<file path="src/mesl_pkg.sv">
// shared types and constants for the memory error statistics logger
package mesl_pkg;

  localparam int unsigned WORD_BITS   = 32;
  localparam int unsigned WORD_STRIDE = 4;
  localparam int unsigned PAGE_SHIFT  = 12;

  localparam logic [31:0] OFFSET_MASK = 32'h0000_0fff;
  localparam logic [31:0] WORD_MASK   = (WORD_BITS >= 32) ? 32'hffff_ffff :
                                        ((32'd1 << WORD_BITS) - 32'd1);
  localparam logic [31:0] STRIDE_W    = 32'(WORD_STRIDE);

  localparam logic [31:0] LOW_PAGE_RST    = 32'h7fff_ffff;
  localparam logic [31:0] LOW_OFFSET_RST  = 32'h0000_0fff;
  localparam logic [5:0]  FEWEST_BITS_RST = 6'd32;

  localparam logic [1:0]  RUN_SINGLE = 2'd1;
  localparam logic [1:0]  RUN_PAIR   = 2'd2;

  typedef enum logic [1:0] {
    KIND_DATA   = 2'd0,
    KIND_ADDR   = 2'd1,
    KIND_ECC    = 2'd2,
    KIND_PARITY = 2'd3
  } kind_t;

  function automatic logic [5:0] popcount32(input logic [31:0] x);
    logic [5:0] n;
    n = '0;
    for (int i = 0; i < 32; i++) begin
      n = n + {5'd0, x[i]};
    end
    return n;
  endfunction

  function automatic logic [31:0] sat_add32(input logic [31:0] a, input logic [31:0] b);
    logic [32:0] s;
    s = {1'b0, a} + {1'b0, b};
    return s[32] ? 32'hffff_ffff : s[31:0];
  endfunction

endpackage

</file>
<file path="src/mesl_in_if.sv">
// error report channel
interface mesl_in_if;
  logic        valid;
  logic        ready;
  logic [1:0]  kind;
  logic [31:0] address;
  logic [31:0] expected;
  logic [31:0] observed;

  modport source (output valid, kind, address, expected, observed, input ready);
  modport sink   (input valid, kind, address, expected, observed, output ready);
endinterface

</file>
<file path="src/mesl_out_if.sv">
// statistics result channel
interface mesl_out_if;
  logic        valid;
  logic        ready;
  logic        changed;
  logic [31:0] error_count;
  logic [31:0] low_page;
  logic [31:0] low_offset;
  logic [31:0] high_page;
  logic [31:0] high_offset;
  logic [31:0] bit_mask;
  logic [5:0]  fewest_bits;
  logic [5:0]  most_bits;
  logic [31:0] total_bits;
  logic [1:0]  longest_run;
  logic [31:0] corrected_count;

  modport source (output valid, changed, error_count, low_page, low_offset, high_page,
                  high_offset, bit_mask, fewest_bits, most_bits, total_bits, longest_run,
                  corrected_count, input ready);
  modport sink   (input valid, changed, error_count, low_page, low_offset, high_page,
                  high_offset, bit_mask, fewest_bits, most_bits, total_bits, longest_run,
                  corrected_count, output ready);
endinterface

</file>
<file path="src/memory_error_statistics_logger.sv">
// top level: running statistics over memory test error reports
// a report passes the input register, then the statistics and result registers
// throughput: one report per cycle unless the result side stalls; one pass of compares,
// a popcount-fed adder and saturating counters feeds the statistics and result registers
// reset (rst_n low, synchronous) empties both stages and loads the statistics start values
module memory_error_statistics_logger
  import mesl_pkg::*;
(
  input  logic        clk,
  input  logic        rst_n,
  mesl_in_if.sink     in_ch,
  mesl_out_if.source  out_ch
);

  // stage 1: registered report, with difference word and its bit count precomputed
  logic        s1_valid_r;
  kind_t       s1_kind_r;
  logic [31:0] s1_addr_r;
  logic [31:0] s1_page_r;
  logic [31:0] s1_offset_r;
  logic [31:0] s1_diff_r;
  logic [5:0]  s1_nbits_r;
  // ecc report flagged as corrected, the read word itself is not kept
  logic        s1_corr_r;

  // statistics state
  logic [31:0] count_r;
  logic [31:0] low_page_r;
  logic [31:0] low_offset_r;
  logic [31:0] high_page_r;
  logic [31:0] high_offset_r;
  logic [31:0] mask_r;
  logic [5:0]  min_r;
  logic [5:0]  max_r;
  logic [31:0] total_r;
  logic [1:0]  run_r;
  logic [31:0] corrected_r;
  logic [31:0] last_addr_r;

  logic        out_valid_r;
  logic        changed_r;

  // next values
  logic [31:0] count_nxt;
  logic [31:0] low_page_nxt;
  logic [31:0] low_offset_nxt;
  logic [31:0] high_page_nxt;
  logic [31:0] high_offset_nxt;
  logic [31:0] mask_nxt;
  logic [5:0]  min_nxt;
  logic [5:0]  max_nxt;
  logic [31:0] total_nxt;
  logic [1:0]  run_nxt;
  logic [31:0] corrected_nxt;
  logic [31:0] last_addr_nxt;
  logic        changed_nxt;

  // front-end decode of the incoming report
  kind_t       in_kind;
  logic [31:0] in_diff;
  logic [31:0] in_page;
  logic [31:0] in_offset;

  // handshake
  logic out_free;
  logic s1_fire;
  logic in_fire;

  // output register is free when empty or being drained this cycle
  assign out_free = !out_valid_r || out_ch.ready;
  assign s1_fire  = s1_valid_r && out_free;
  assign in_ch.ready = !s1_valid_r || out_free;
  assign in_fire  = in_ch.valid && in_ch.ready;

  assign in_kind = kind_t'(in_ch.kind);

  // ecc reports carry page and offset directly and have no difference word
  always_comb begin
    if (in_kind == KIND_ECC) begin
      in_diff   = '0;
      in_page   = in_ch.address;
      in_offset = in_ch.expected;
    end else begin
      in_diff   = in_ch.expected ^ in_ch.observed;
      in_page   = in_ch.address >> PAGE_SHIFT;
      in_offset = in_ch.address & OFFSET_MASK;
    end
  end

  always_ff @(posedge clk) begin
    if (!rst_n) begin
      s1_valid_r <= 1'b0;
    end else if (in_ch.ready) begin
      s1_valid_r <= in_ch.valid;
    end
  end

  // payload of stage 1 needs no reset
  always_ff @(posedge clk) begin
    if (in_fire) begin
      s1_kind_r   <= in_kind;
      s1_addr_r   <= in_ch.address;
      s1_page_r   <= in_page;
      s1_offset_r <= in_offset;
      s1_diff_r   <= in_diff;
      s1_nbits_r  <= popcount32(in_diff & WORD_MASK);
      s1_corr_r   <= (in_kind == KIND_ECC) && (in_ch.observed != '0);
    end
  end

  // stage 2: fold the report into the statistics
  always_comb begin
    logic [31:0] lp;
    logic [31:0] lo;
    logic [31:0] hp;
    logic [31:0] ho;
    logic        chg;
    logic        adjacent;

    lp  = low_page_r;
    lo  = low_offset_r;
    hp  = high_page_r;
    ho  = high_offset_r;
    chg = 1'b0;

    count_nxt     = sat_add32(count_r, 32'd1);
    mask_nxt      = mask_r;
    min_nxt       = min_r;
    max_nxt       = max_r;
    total_nxt     = total_r;
    run_nxt       = run_r;
    corrected_nxt = corrected_r;
    last_addr_nxt = last_addr_r;
    adjacent      = (s1_addr_r == last_addr_r + STRIDE_W) ||
                    (s1_addr_r == last_addr_r - STRIDE_W);

    // parity reports only bump the report count
    if (s1_kind_r != KIND_PARITY) begin
      if (s1_corr_r) begin
        corrected_nxt = sat_add32(corrected_r, 32'd1);
      end

      // low/high tracking; the low-page tie also rewrites the high offset
      priority if (low_page_r > s1_page_r) begin
        lp  = s1_page_r;
        lo  = s1_offset_r;
        chg = 1'b1;
      end else if (low_page_r == s1_page_r && low_offset_r > s1_offset_r) begin
        lo  = s1_offset_r;
        ho  = s1_offset_r;
        chg = 1'b1;
      end else if (high_page_r < s1_page_r) begin
        hp  = s1_page_r;
        chg = 1'b1;
      end else begin
        // page already inside the tracked range
      end
      if (hp == s1_page_r && ho < s1_offset_r) begin
        ho  = s1_offset_r;
        chg = 1'b1;
      end

      total_nxt = sat_add32(total_r, {26'd0, s1_nbits_r});
      if (s1_nbits_r > max_r) begin
        max_nxt = s1_nbits_r;
        chg     = 1'b1;
      end
      if (s1_nbits_r < min_r) begin
        min_nxt = s1_nbits_r;
        chg     = 1'b1;
      end
      // any difference from the stored mask counts, even with no new bit
      if ((mask_r ^ s1_diff_r) != '0) begin
        chg = 1'b1;
      end
      mask_nxt = mask_r | s1_diff_r;

      if (adjacent && run_r < RUN_PAIR) begin
        run_nxt = RUN_PAIR;
        chg     = 1'b1;
      end else if (!adjacent && run_r < RUN_SINGLE) begin
        run_nxt = RUN_SINGLE;
        chg     = 1'b1;
      end
      last_addr_nxt = s1_addr_r;
    end

    low_page_nxt    = lp;
    low_offset_nxt  = lo;
    high_page_nxt   = hp;
    high_offset_nxt = ho;
    changed_nxt     = chg;
  end

  always_ff @(posedge clk) begin
    if (!rst_n) begin
      count_r       <= '0;
      low_page_r    <= LOW_PAGE_RST;
      low_offset_r  <= LOW_OFFSET_RST;
      high_page_r   <= '0;
      high_offset_r <= '0;
      mask_r        <= '0;
      min_r         <= FEWEST_BITS_RST;
      max_r         <= '0;
      total_r       <= '0;
      run_r         <= '0;
      corrected_r   <= '0;
      last_addr_r   <= '0;
    end else if (s1_fire) begin
      count_r       <= count_nxt;
      low_page_r    <= low_page_nxt;
      low_offset_r  <= low_offset_nxt;
      high_page_r   <= high_page_nxt;
      high_offset_r <= high_offset_nxt;
      mask_r        <= mask_nxt;
      min_r         <= min_nxt;
      max_r         <= max_nxt;
      total_r       <= total_nxt;
      run_r         <= run_nxt;
      corrected_r   <= corrected_nxt;
      last_addr_r   <= last_addr_nxt;
    end
  end

  always_ff @(posedge clk) begin
    if (!rst_n) begin
      out_valid_r <= 1'b0;
    end else if (out_free) begin
      out_valid_r <= s1_valid_r;
    end
  end

  always_ff @(posedge clk) begin
    if (s1_fire) begin
      changed_r <= changed_nxt;
    end
  end

  // the statistics registers double as the result payload: they only move
  // when a new result is loaded into the output stage
  assign out_ch.valid           = out_valid_r;
  assign out_ch.changed         = changed_r;
  assign out_ch.error_count     = count_r;
  assign out_ch.low_page        = low_page_r;
  assign out_ch.low_offset      = low_offset_r;
  assign out_ch.high_page       = high_page_r;
  assign out_ch.high_offset     = high_offset_r;
  assign out_ch.bit_mask        = mask_r;
  assign out_ch.fewest_bits     = min_r;
  assign out_ch.most_bits       = max_r;
  assign out_ch.total_bits      = total_r;
  assign out_ch.longest_run     = run_r;
  assign out_ch.corrected_count = corrected_r;

endmodule

</file>
<file path="src/flat_wrapper.sv">
// flat-port wrapper written by rule: the top's interface ports become plain ports
module memory_error_statistics_logger_flat import mesl_pkg::*;
  (clk, rst_n, in_ch_valid, in_ch_kind, in_ch_address, in_ch_expected, in_ch_observed, in_ch_ready, out_ch_valid, out_ch_changed, out_ch_error_count, out_ch_low_page, out_ch_low_offset, out_ch_high_page, out_ch_high_offset, out_ch_bit_mask, out_ch_fewest_bits, out_ch_most_bits, out_ch_total_bits, out_ch_longest_run, out_ch_corrected_count, out_ch_ready);
  mesl_in_if in_ch_i ();
  mesl_out_if out_ch_i ();
  input  logic clk;
  input  logic rst_n;
  input wire logic [$bits(in_ch_i.valid)-1:0] in_ch_valid;
  input wire logic [$bits(in_ch_i.kind)-1:0] in_ch_kind;
  input wire logic [$bits(in_ch_i.address)-1:0] in_ch_address;
  input wire logic [$bits(in_ch_i.expected)-1:0] in_ch_expected;
  input wire logic [$bits(in_ch_i.observed)-1:0] in_ch_observed;
  output wire logic [$bits(in_ch_i.ready)-1:0] in_ch_ready;
  output wire logic [$bits(out_ch_i.valid)-1:0] out_ch_valid;
  output wire logic [$bits(out_ch_i.changed)-1:0] out_ch_changed;
  output wire logic [$bits(out_ch_i.error_count)-1:0] out_ch_error_count;
  output wire logic [$bits(out_ch_i.low_page)-1:0] out_ch_low_page;
  output wire logic [$bits(out_ch_i.low_offset)-1:0] out_ch_low_offset;
  output wire logic [$bits(out_ch_i.high_page)-1:0] out_ch_high_page;
  output wire logic [$bits(out_ch_i.high_offset)-1:0] out_ch_high_offset;
  output wire logic [$bits(out_ch_i.bit_mask)-1:0] out_ch_bit_mask;
  output wire logic [$bits(out_ch_i.fewest_bits)-1:0] out_ch_fewest_bits;
  output wire logic [$bits(out_ch_i.most_bits)-1:0] out_ch_most_bits;
  output wire logic [$bits(out_ch_i.total_bits)-1:0] out_ch_total_bits;
  output wire logic [$bits(out_ch_i.longest_run)-1:0] out_ch_longest_run;
  output wire logic [$bits(out_ch_i.corrected_count)-1:0] out_ch_corrected_count;
  input wire logic [$bits(out_ch_i.ready)-1:0] out_ch_ready;
  assign in_ch_i.valid = in_ch_valid;
  assign in_ch_i.kind = in_ch_kind;
  assign in_ch_i.address = in_ch_address;
  assign in_ch_i.expected = in_ch_expected;
  assign in_ch_i.observed = in_ch_observed;
  assign in_ch_ready = in_ch_i.ready;
  assign out_ch_valid = out_ch_i.valid;
  assign out_ch_changed = out_ch_i.changed;
  assign out_ch_error_count = out_ch_i.error_count;
  assign out_ch_low_page = out_ch_i.low_page;
  assign out_ch_low_offset = out_ch_i.low_offset;
  assign out_ch_high_page = out_ch_i.high_page;
  assign out_ch_high_offset = out_ch_i.high_offset;
  assign out_ch_bit_mask = out_ch_i.bit_mask;
  assign out_ch_fewest_bits = out_ch_i.fewest_bits;
  assign out_ch_most_bits = out_ch_i.most_bits;
  assign out_ch_total_bits = out_ch_i.total_bits;
  assign out_ch_longest_run = out_ch_i.longest_run;
  assign out_ch_corrected_count = out_ch_i.corrected_count;
  assign out_ch_i.ready = out_ch_ready;
  memory_error_statistics_logger u_core (.clk(clk), .rst_n(rst_n), .in_ch(in_ch_i), .out_ch(out_ch_i));
endmodule
</file>
<file path="config.mk">
export PLATFORM = sky130hd
export DESIGN_NAME = memory_error_statistics_logger_flat
export DESIGN_NICKNAME = d
export VERILOG_FILES = /design/src/mesl_pkg.sv /design/src/mesl_in_if.sv /design/src/mesl_out_if.sv /design/src/memory_error_statistics_logger.sv /design/src/flat_wrapper.sv
export SDC_FILE = /design/constraint.sdc
export NUM_CORES = 1
export LEC_CHECK = 0
export ABC_CLOCK_PERIOD_IN_PS = 7200
export BUFFER_PORTS_ARGS = -buffer_cell sky130_fd_sc_hd__buf_2
export CORE_ASPECT_RATIO = 0.6
export CORE_MARGIN = 2
export CORE_UTILIZATION = 28
export CTS_BUF_LIST = sky130_fd_sc_hd__clkbuf_8
export CTS_CLUSTER_DIAMETER = 200
export DETAILED_ROUTE_END_ITERATION = 7
export HOLD_SLACK_MARGIN = 0.03
export SYNTH_ARGS = -nofsm -noshare
export SYNTH_HDL_FRONTEND = slang
export SYNTH_SLANG_ARGS = --single-unit
</file>
<file path="constraint.sdc">
create_clock -name clk -period 7.2 [get_ports clk]
set_clock_uncertainty 0.2 [all_clocks]
set_input_delay 1.08 -clock clk [delete_from_list [all_inputs] [get_ports clk]]
set_output_delay 1.08 -clock clk [all_outputs]
set_load 0.01 [all_outputs]
</file>
==> results of run 1 <==
report_power, final:
group	internal (mW)	switching [mW]	total (mW)	leakage, nW
sequential	2.79	0.171	2.96	3.84
combinational	0.798	1.06	1.86	8.03
clock	1.25	1.20	2.45	0.885
logic make-up (layout without fill, tap and decap cells):
logic type	count (synthesis)	in the layout	share of synthesized area, %
xor gates and xnor gates	181	181	6.456
AOI/OAI and AO/OA	429	429	11.13
and+or+nand+nor	926	926	17.87
other	0	5	0
buffers and inverters	331	744	5.391
adders and majority gates	212	212	11.57
muxes	141	141	5.921
DFF	442	442	41.66
worst register-to-register path, stage by stage, from the launching register on:
cell and delay, ns:
edfxtp_1 0.43, inv_1 0.11, ha_1 0.24, a21oi_1 0.13
o21ai_0 0.22, a221o_1 0.38, a211oi_1 0.42, a2bb2oi_4 0.52
buf_4 0.39, mux2_2 0.38, ha_1 0.31, a21oi_1 0.14
o21ai_0 0.11, a221oi_1 0.47, nor2_1 0.17, a211oi_1 0.36
buf_4 0.21, and3_1 0.17, a31oi_1 0.09, a21oi_4 0.27
buf_12 0.28, mux2i_1 0.29
layer usage:
layer	global-route usage, %	up-vias
met5	0	-
met4	5.027	12
met3	6.633	119
met2	25.36	663
met1	26.30	9808
li1	-	10050
final timing paths:
check	startpoint	to
worst max-delay path	u_core.s1_offset_r[5]	u_core.out_ch.high_offset[20]
worst min-delay path	u_core.last_addr_r[0]	u_core.last_addr_r[0]
worst max register to register	u_core.s1_offset_r[5]	u_core.out_ch.high_offset[20]
worst min register to register	u_core.last_addr_r[0]	u_core.last_addr_r[0]
layout make-up:
class,count,area share (%)
multi-input combinational,1889,44.73
clock inverter,53,1.326
tap,1161,4.983
inverter,206,2.670
clock buffer,85,4.013
antenna,5,0.04292
timing repair buffer,400,7.142
sequential,442,35.09
sequential cells by signal (all words and copies together) (netlist names), 2 cells and up:
signal and count:
u_core.s1_nbits_r 6, u_core.out_ch.low_page 32, u_core.out_ch.low_offset 32, u_core.out_ch.fewest_bits 6, u_core.out_ch.error_count 32, u_core.out_ch.corrected_count 32, u_core.last_addr_r 32, u_core.s1_addr_r 32
u_core.out_ch.total_bits 32, u_core.out_ch.most_bits 6, u_core.s1_kind_r 2, u_core.s1_offset_r 32, u_core.out_ch.bit_mask 32, u_core.s1_page_r 32, u_core.s1_diff_r 32, u_core.out_ch.high_page 32
u_core.out_ch.longest_run 2, u_core.out_ch.high_offset 32
layout by cell type (no fill, tap or decap), types with 9 or more instances in the layout:
| master | count |
|---|---|
| nand2_1 | 376 |
| buf_2 | 373 |
| dfxtp_1 | 304 |
| inv_1 | 227 |
| ha_1 | 187 |
| nor2_1 | 181 |
| a21oi_1 | 177 |
| edfxtp_1 | 138 |
| mux2i_1 | 107 |
| xor2_1 | 97 |
| nand3_1 | 87 |
| clkbuf_8 | 85 |
| xnor2_1 | 84 |
| nand4_1 | 69 |
| o21ai_0 | 58 |
| o211ai_1 | 42 |
| a211oi_1 | 40 |
| and2_1 | 39 |
| mux2_2 | 34 |
| nor4_1 | 33 |
| and3_1 | 31 |
| buf_4 | 26 |
| nor3_1 | 25 |
| fa_1 | 25 |
| and4_1 | 18 |
| a31oi_1 | 16 |
| a21o_1 | 14 |
| clkinv_2 | 13 |
| o21a_1 | 11 |
| or3_1 | 10 |
| nor2b_1 | 9 |
per-stage QoR:
stage	worst slack [ns]	hold WS [ns]
6_report	0.8702	0.2685
5_1_grt	0.6544	0.2884
4_1_cts	0.9852	0.2685
3_5_place_dp	0.2757	0.2600
3_3_place_gp	0.3090	0.2539
2_1_floorplan	0.5422	0.2481
==> impl_metrics.json, run 1 <==
{
  "status": "completed",
  "reg2reg_setup_slack_ns": 0.87,
  "wl_per_cell_um": 20.02,
  "met2WireLength_um": 34760,
  "yosysWarnings": 0,
  "cts_max_level": 3,
  "maxSlewHeadroom_pct": 29.04,
  "peakVddDrop_mv": 0.3176,
  "clock-sinks": 442,
  "critical_path.max_stage_delay_ns": 0.52,
  "synth.cell_area_mm2": 0.02455,
  "cts_tree": "built",
  "worst_path_max_delay_cell": "a2bb2oi_4",
  "cts.clk_slew.worst_paths_ns": 0.06,
  "final_cells": 4241,
  "timing.fmax_mhz": 158.0,
  "synth_largest_area_cell": "dfxtp_1",
  "worstHoldPathCells": 2,
  "synth_commonest_cells": "nand2_1, dfxtp_1, inv_1",
  "die_y_um": 233.4,
  "arrival_ns": 6.80,
  "syn_to_final_growth_pct": 18.73,
  "dp_hpwl_um": 64280,
  "criticalPathCategory": "reg2reg",
  "finalInstanceArea_mm2": 0.02915,
  "cp.required_ns": 7.67,
  "start_kind": "flip-flop",
  "vias": 20652,
  "hold_violations": 0,
  "cp.buffers_inverters": 4,
  "critPathMaxFanout": 32,
  "grt_pass1_wl_um": 123500,
  "setup_tns_ns": 0,
  "dr.pass1.iters": 5,
  "antenna_found_initial": 14,
  "grt.total_usage_pct": 18.30,
  "cts_buffers": 76,
  "dpl_cell_area_mm2": 0.02758,
  "highest_layer": "met5",
  "rsz0062_at_grt": "no",
  "finalCritPeriodShare_pct": 87.91,
  "ys_async_sr_fraction_pct": 0,
  "drtIter0Drc": 1507,
  "synth_edf_count": 138,
  "via_per_inst": 4.870,
  "setup_viol": 0,
  "overflow": 0,
  "synth_cell_type_count": 79,
  "cts_hold_buffers": 0,
  "finalMaxSlewViolations": 0,
  "cp.depth": 21,
  "antenna_left": 0,
  "grt_max_degree": 112,
  "synth_area_leaders": "dfxtp_1, edfxtp_1, ha_1",
  "clk_latency_ns": 0.75,
  "start_util_pct": 28.15,
  "ys_ff_latch": 442,
  "cts_setup_buffers": 0,
  "total_power_mw": 7.262,
  "drc": 0,
  "wirelength_um": 84910,
  "die_w_um": 386.3,
  "ff2ff_path_depth": 21,
  "die-area_mm2": 0.09015,
  "seq_area_frac_synth_pct": 41.66,
  "critPathCaptureType": "flip-flop",
  "fin_crit_ns": 6.330,
  "cts_resized": 0,
  "rows": 84,
  "gp_congestion": 0.9248,
  "clockBufferDepth": 3,
  "worstMarginPinSlew_ns": 1.064,
  "dp.cells": 4098,
  "fin_util_pct": 33.42,
  "cp_top_family": "compound AO/OA/AOI/OAI gates",
  "layout.nets": 3329,
  "ys.flop_type": "dfxtp_1",
  "p_leak_nw": 12.76,
  "n_fill_cell": 9062,
  "coreArea_mm2": 0.08723,
  "synth_fp_nets": 2976,
  "syn_area_per_cell_um2": 9.224,
  "wl_met1_um": 40020,
  "drive_gt1_share_pct": 18.73,
  "grt_pass1_vias": 18761,
  "netlist_instances": 2662,
  "max-cap-violations": 0,
  "regArea_mm2": 0.01023,
  "hold_class": "reg2reg",
  "wl_met3_um": 8149,
  "powerDensity_mw_per_mm2": 249.1,
  "multi_input_area_mm2": 0.01304,
  "cts-root-buf": "clkbuf_8",
  "synth_top_area_share_pct": 24.79,
  "io_pins": 375,
  "port_buffers": 374,
  "yosys.cell_count.top_type": "nand2_1",
  "worstPathCellList": "inv_1 > ha_1 > a21oi_1 > o21ai_0 > a221o_1 > a211oi_1 > a2bb2oi_4 > buf_4 > mux2_2 > ha_1 > a21oi_1 > o21ai_0 > a221oi_1 > nor2_1 > a211oi_1 > buf_4 > and3_1 > a31oi_1 > a21oi_4 > buf_12 > mux2i_1"
}
Power figures use the tool's default switching activity.
==> run 2, diff against run 1 <==
Settings changed: ABC_CLOCK_PERIOD_IN_PS 7200 to not set.
Clock period 7.2 ns to 5.8 ns, I/O delays scaled along.
==> run 2 against run 1 <==
Via count grew 1.9%. Clock power grew 21%. Power grew 27%. Register-to-register slack lost 0.66 ns. Sequential power grew 24%. Non-clock buffer count grew 79. Sequential cell count is the same. Final cell count grew 2.0%. First-iteration DRC count grew 11%. Critical path depth grew 1. Die area is the same.
==> impl_metrics.json, run 2 (synthesis results as in run 1) <==
{
  "status": "completed",
  "rsz0062_at_grt": "no",
  "powerDensity_mw_per_mm2": 309.7,
  "worst_path_max_delay_cell": "or4_4",
  "multi_input_area_mm2": 0.01310,
  "clock-sinks": 442,
  "start_kind": "flip-flop",
  "cts.clk_slew.worst_paths_ns": 0.06,
  "die-area_mm2": 0.09015,
  "wl_per_cell_um": 19.71,
  "finalInstanceArea_mm2": 0.02989,
  "critical_path.max_stage_delay_ns": 0.62,
  "overflow": 0,
  "port_buffers": 374,
  "start_util_pct": 28.15,
  "finalCritPeriodShare_pct": 96.36,
  "dpl_cell_area_mm2": 0.02818,
  "dp.cells": 4164,
  "max-cap-violations": 0,
  "maxSlewHeadroom_pct": 35.60,
  "r2r-start": "u_core.s1_page_r[3]",
  "clk_latency_ns": 0.73,
  "place_ws_ns": -0.3826,
  "antenna_left": 0,
  "criticalPathCategory": "reg2reg",
  "drtIter0Drc": 1676,
  "drc": 0,
  "critical_path.most_common_cell": "buf_4",
  "p_leak_nw": 13.20,
  "worstMarginPinSlew_ns": 0.9636,
  "worstPathCellList": "inv_1 > ha_1 > nand4_1 > or4_4 > a211oi_2 > nand2_1 > a2bb2oi_4 > buf_12 > buf_4 > mux2_2 > ha_1 > a2111o_1 > a31oi_1 > o31ai_1 > a211oi_2 > buf_4 > and3_1 > a31oi_1 > a21oi_4 > buf_4 > clkbuf_16 > mux2i_1",
  "regArea_mm2": 0.01023,
  "peakVddDrop_mv": 0.5282,
  "grt.total_usage_pct": 18.40,
  "coreArea_mm2": 0.08723,
  "min_from": "in_ch_address[18]",
  "cts_max_level": 3,
  "dp_hpwl_um": 64360,
  "critPathMaxFanout": 9,
  "via_per_inst": 4.868,
  "cp.required_ns": 6.25,
  "grt_pass1_vias": 19239,
  "vias": 21054,
  "rows": 84,
  "setup_viol": 0,
  "layout.nets": 3408,
  "dr.pass1.iters": 6,
  "finalMaxSlewViolations": 0,
  "gp_congestion": 0.9316,
  "critPathCaptureType": "flip-flop",
  "cts-root-buf": "clkbuf_8",
  "timing.fmax_mhz": 178.9,
  "die_w_um": 386.3,
  "final_cells": 4325,
  "wirelength_um": 85250,
  "grt_max_degree": 104,
  "antenna_found_initial": 18,
  "n_fill_cell": 9027,
  "drive_gt1_share_pct": 21.01,
  "fin_crit_ns": 5.589,
  "io_pins": 375,
  "arrival_ns": 6.04,
  "grt_pass1_wl_um": 125100,
  "final_common_cell": "nand2_1",
  "syn_to_final_growth_pct": 21.73,
  "setup_ws_ns": 0.2108,
  "clockBufferDepth": 3,
  "total_power_mw": 9.257,
  "final_cell_mix": "nand2_1, buf_2, dfxtp_1",
  "cp-startpoint": "u_core.s1_page_r[3]",
  "hold_violations": 0,
  "whs_ns": 0.1660,
  "cts_buffers": 76,
  "cts_tree": "built",
  "die_y_um": 233.4,
  "cts_hold_buffers": 0,
  "hold_class": "in2reg"
}
-- run 2: cell types whose count changed in the layout (fill, tap and decap cells not counted), sizes merged --
cell    before  now
buf        400  478
bufinv       4    2
clkbuf      85   91
clkinv      23   14
diode        5    9
inv        231  238
-- run 2: layout make-up --
type                    instances  share of cell area (%)
multi-input cells            1889                   43.81
flip-flops and latches        442                   34.23
repair buffers                479                   9.302
well taps                    1161                   4.860
clock buffers                  90                   4.144
inverters                     206                   2.604
clock inverters                49                  0.9754
diodes                          9                 0.07535
-- run 2: power breakdown --
part           switching [mW]  leakage, nW  internal [mW]
sequential              0.212         3.84           3.46
clock                    1.45        0.894           1.51
combinational            1.40         8.46           1.22
total                    3.06         13.2           6.20
-- run 2: worst max-delay path, delay by kind of cell (launching register included) --
| family | cells | cell delay, ns |
|---|---|---|
| adder cells (fa/ha/maj) | 2 | 0.64 |
| AND/OR/NAND/NOR | 4 | 1.06 |
| flip-flops | 1 | 0.39 |
| AO/OA/AOI/OAI | 8 | 1.79 |
| buffers and inverters | 6 | 0.99 |
| multiplexers | 2 | 0.47 |
-- run 2: per-stage QoR --
stage | TNS [ns] | util (%)
6_report | 0 | 34.26
5_1_grt | 0 | 34.26
4_1_cts | 0 | 34.07
3_5_place_dp | -1.130 | 32.31
3_3_place_gp | -1.180 | 32.31
2_1_floorplan | -0.1724 | -
-- run 2: path summary, 6_finish.rpt --
path              cells after the start  slack (ns)                       endpoint
hold / removal                        1        0.17           u_core.s1_addr_r[18]
setup reg to reg                     22        0.21  u_core.out_ch.high_offset[30]
hold reg to reg                       2        0.27         u_core.last_addr_r[31]
setup / recovery                     22        0.21  u_core.out_ch.high_offset[30]
-- run 2: what timing repair did --
item | in CTS | in global routing
endpoints found under the setup margin | 16 | 32
pin swaps | 0 | 9
gates resized for setup | 2 | 5
cloned | 0 | 1
setup buffers | 0 | 12
-- run 2: layer usage --
layer / track usage, % / share of wire, %
met1: 26.12 / 47
met3: 6.279 / 9.5
met4: 5.390 / 2.1
met5: 0 / 0.066
met2: 26.05 / 42
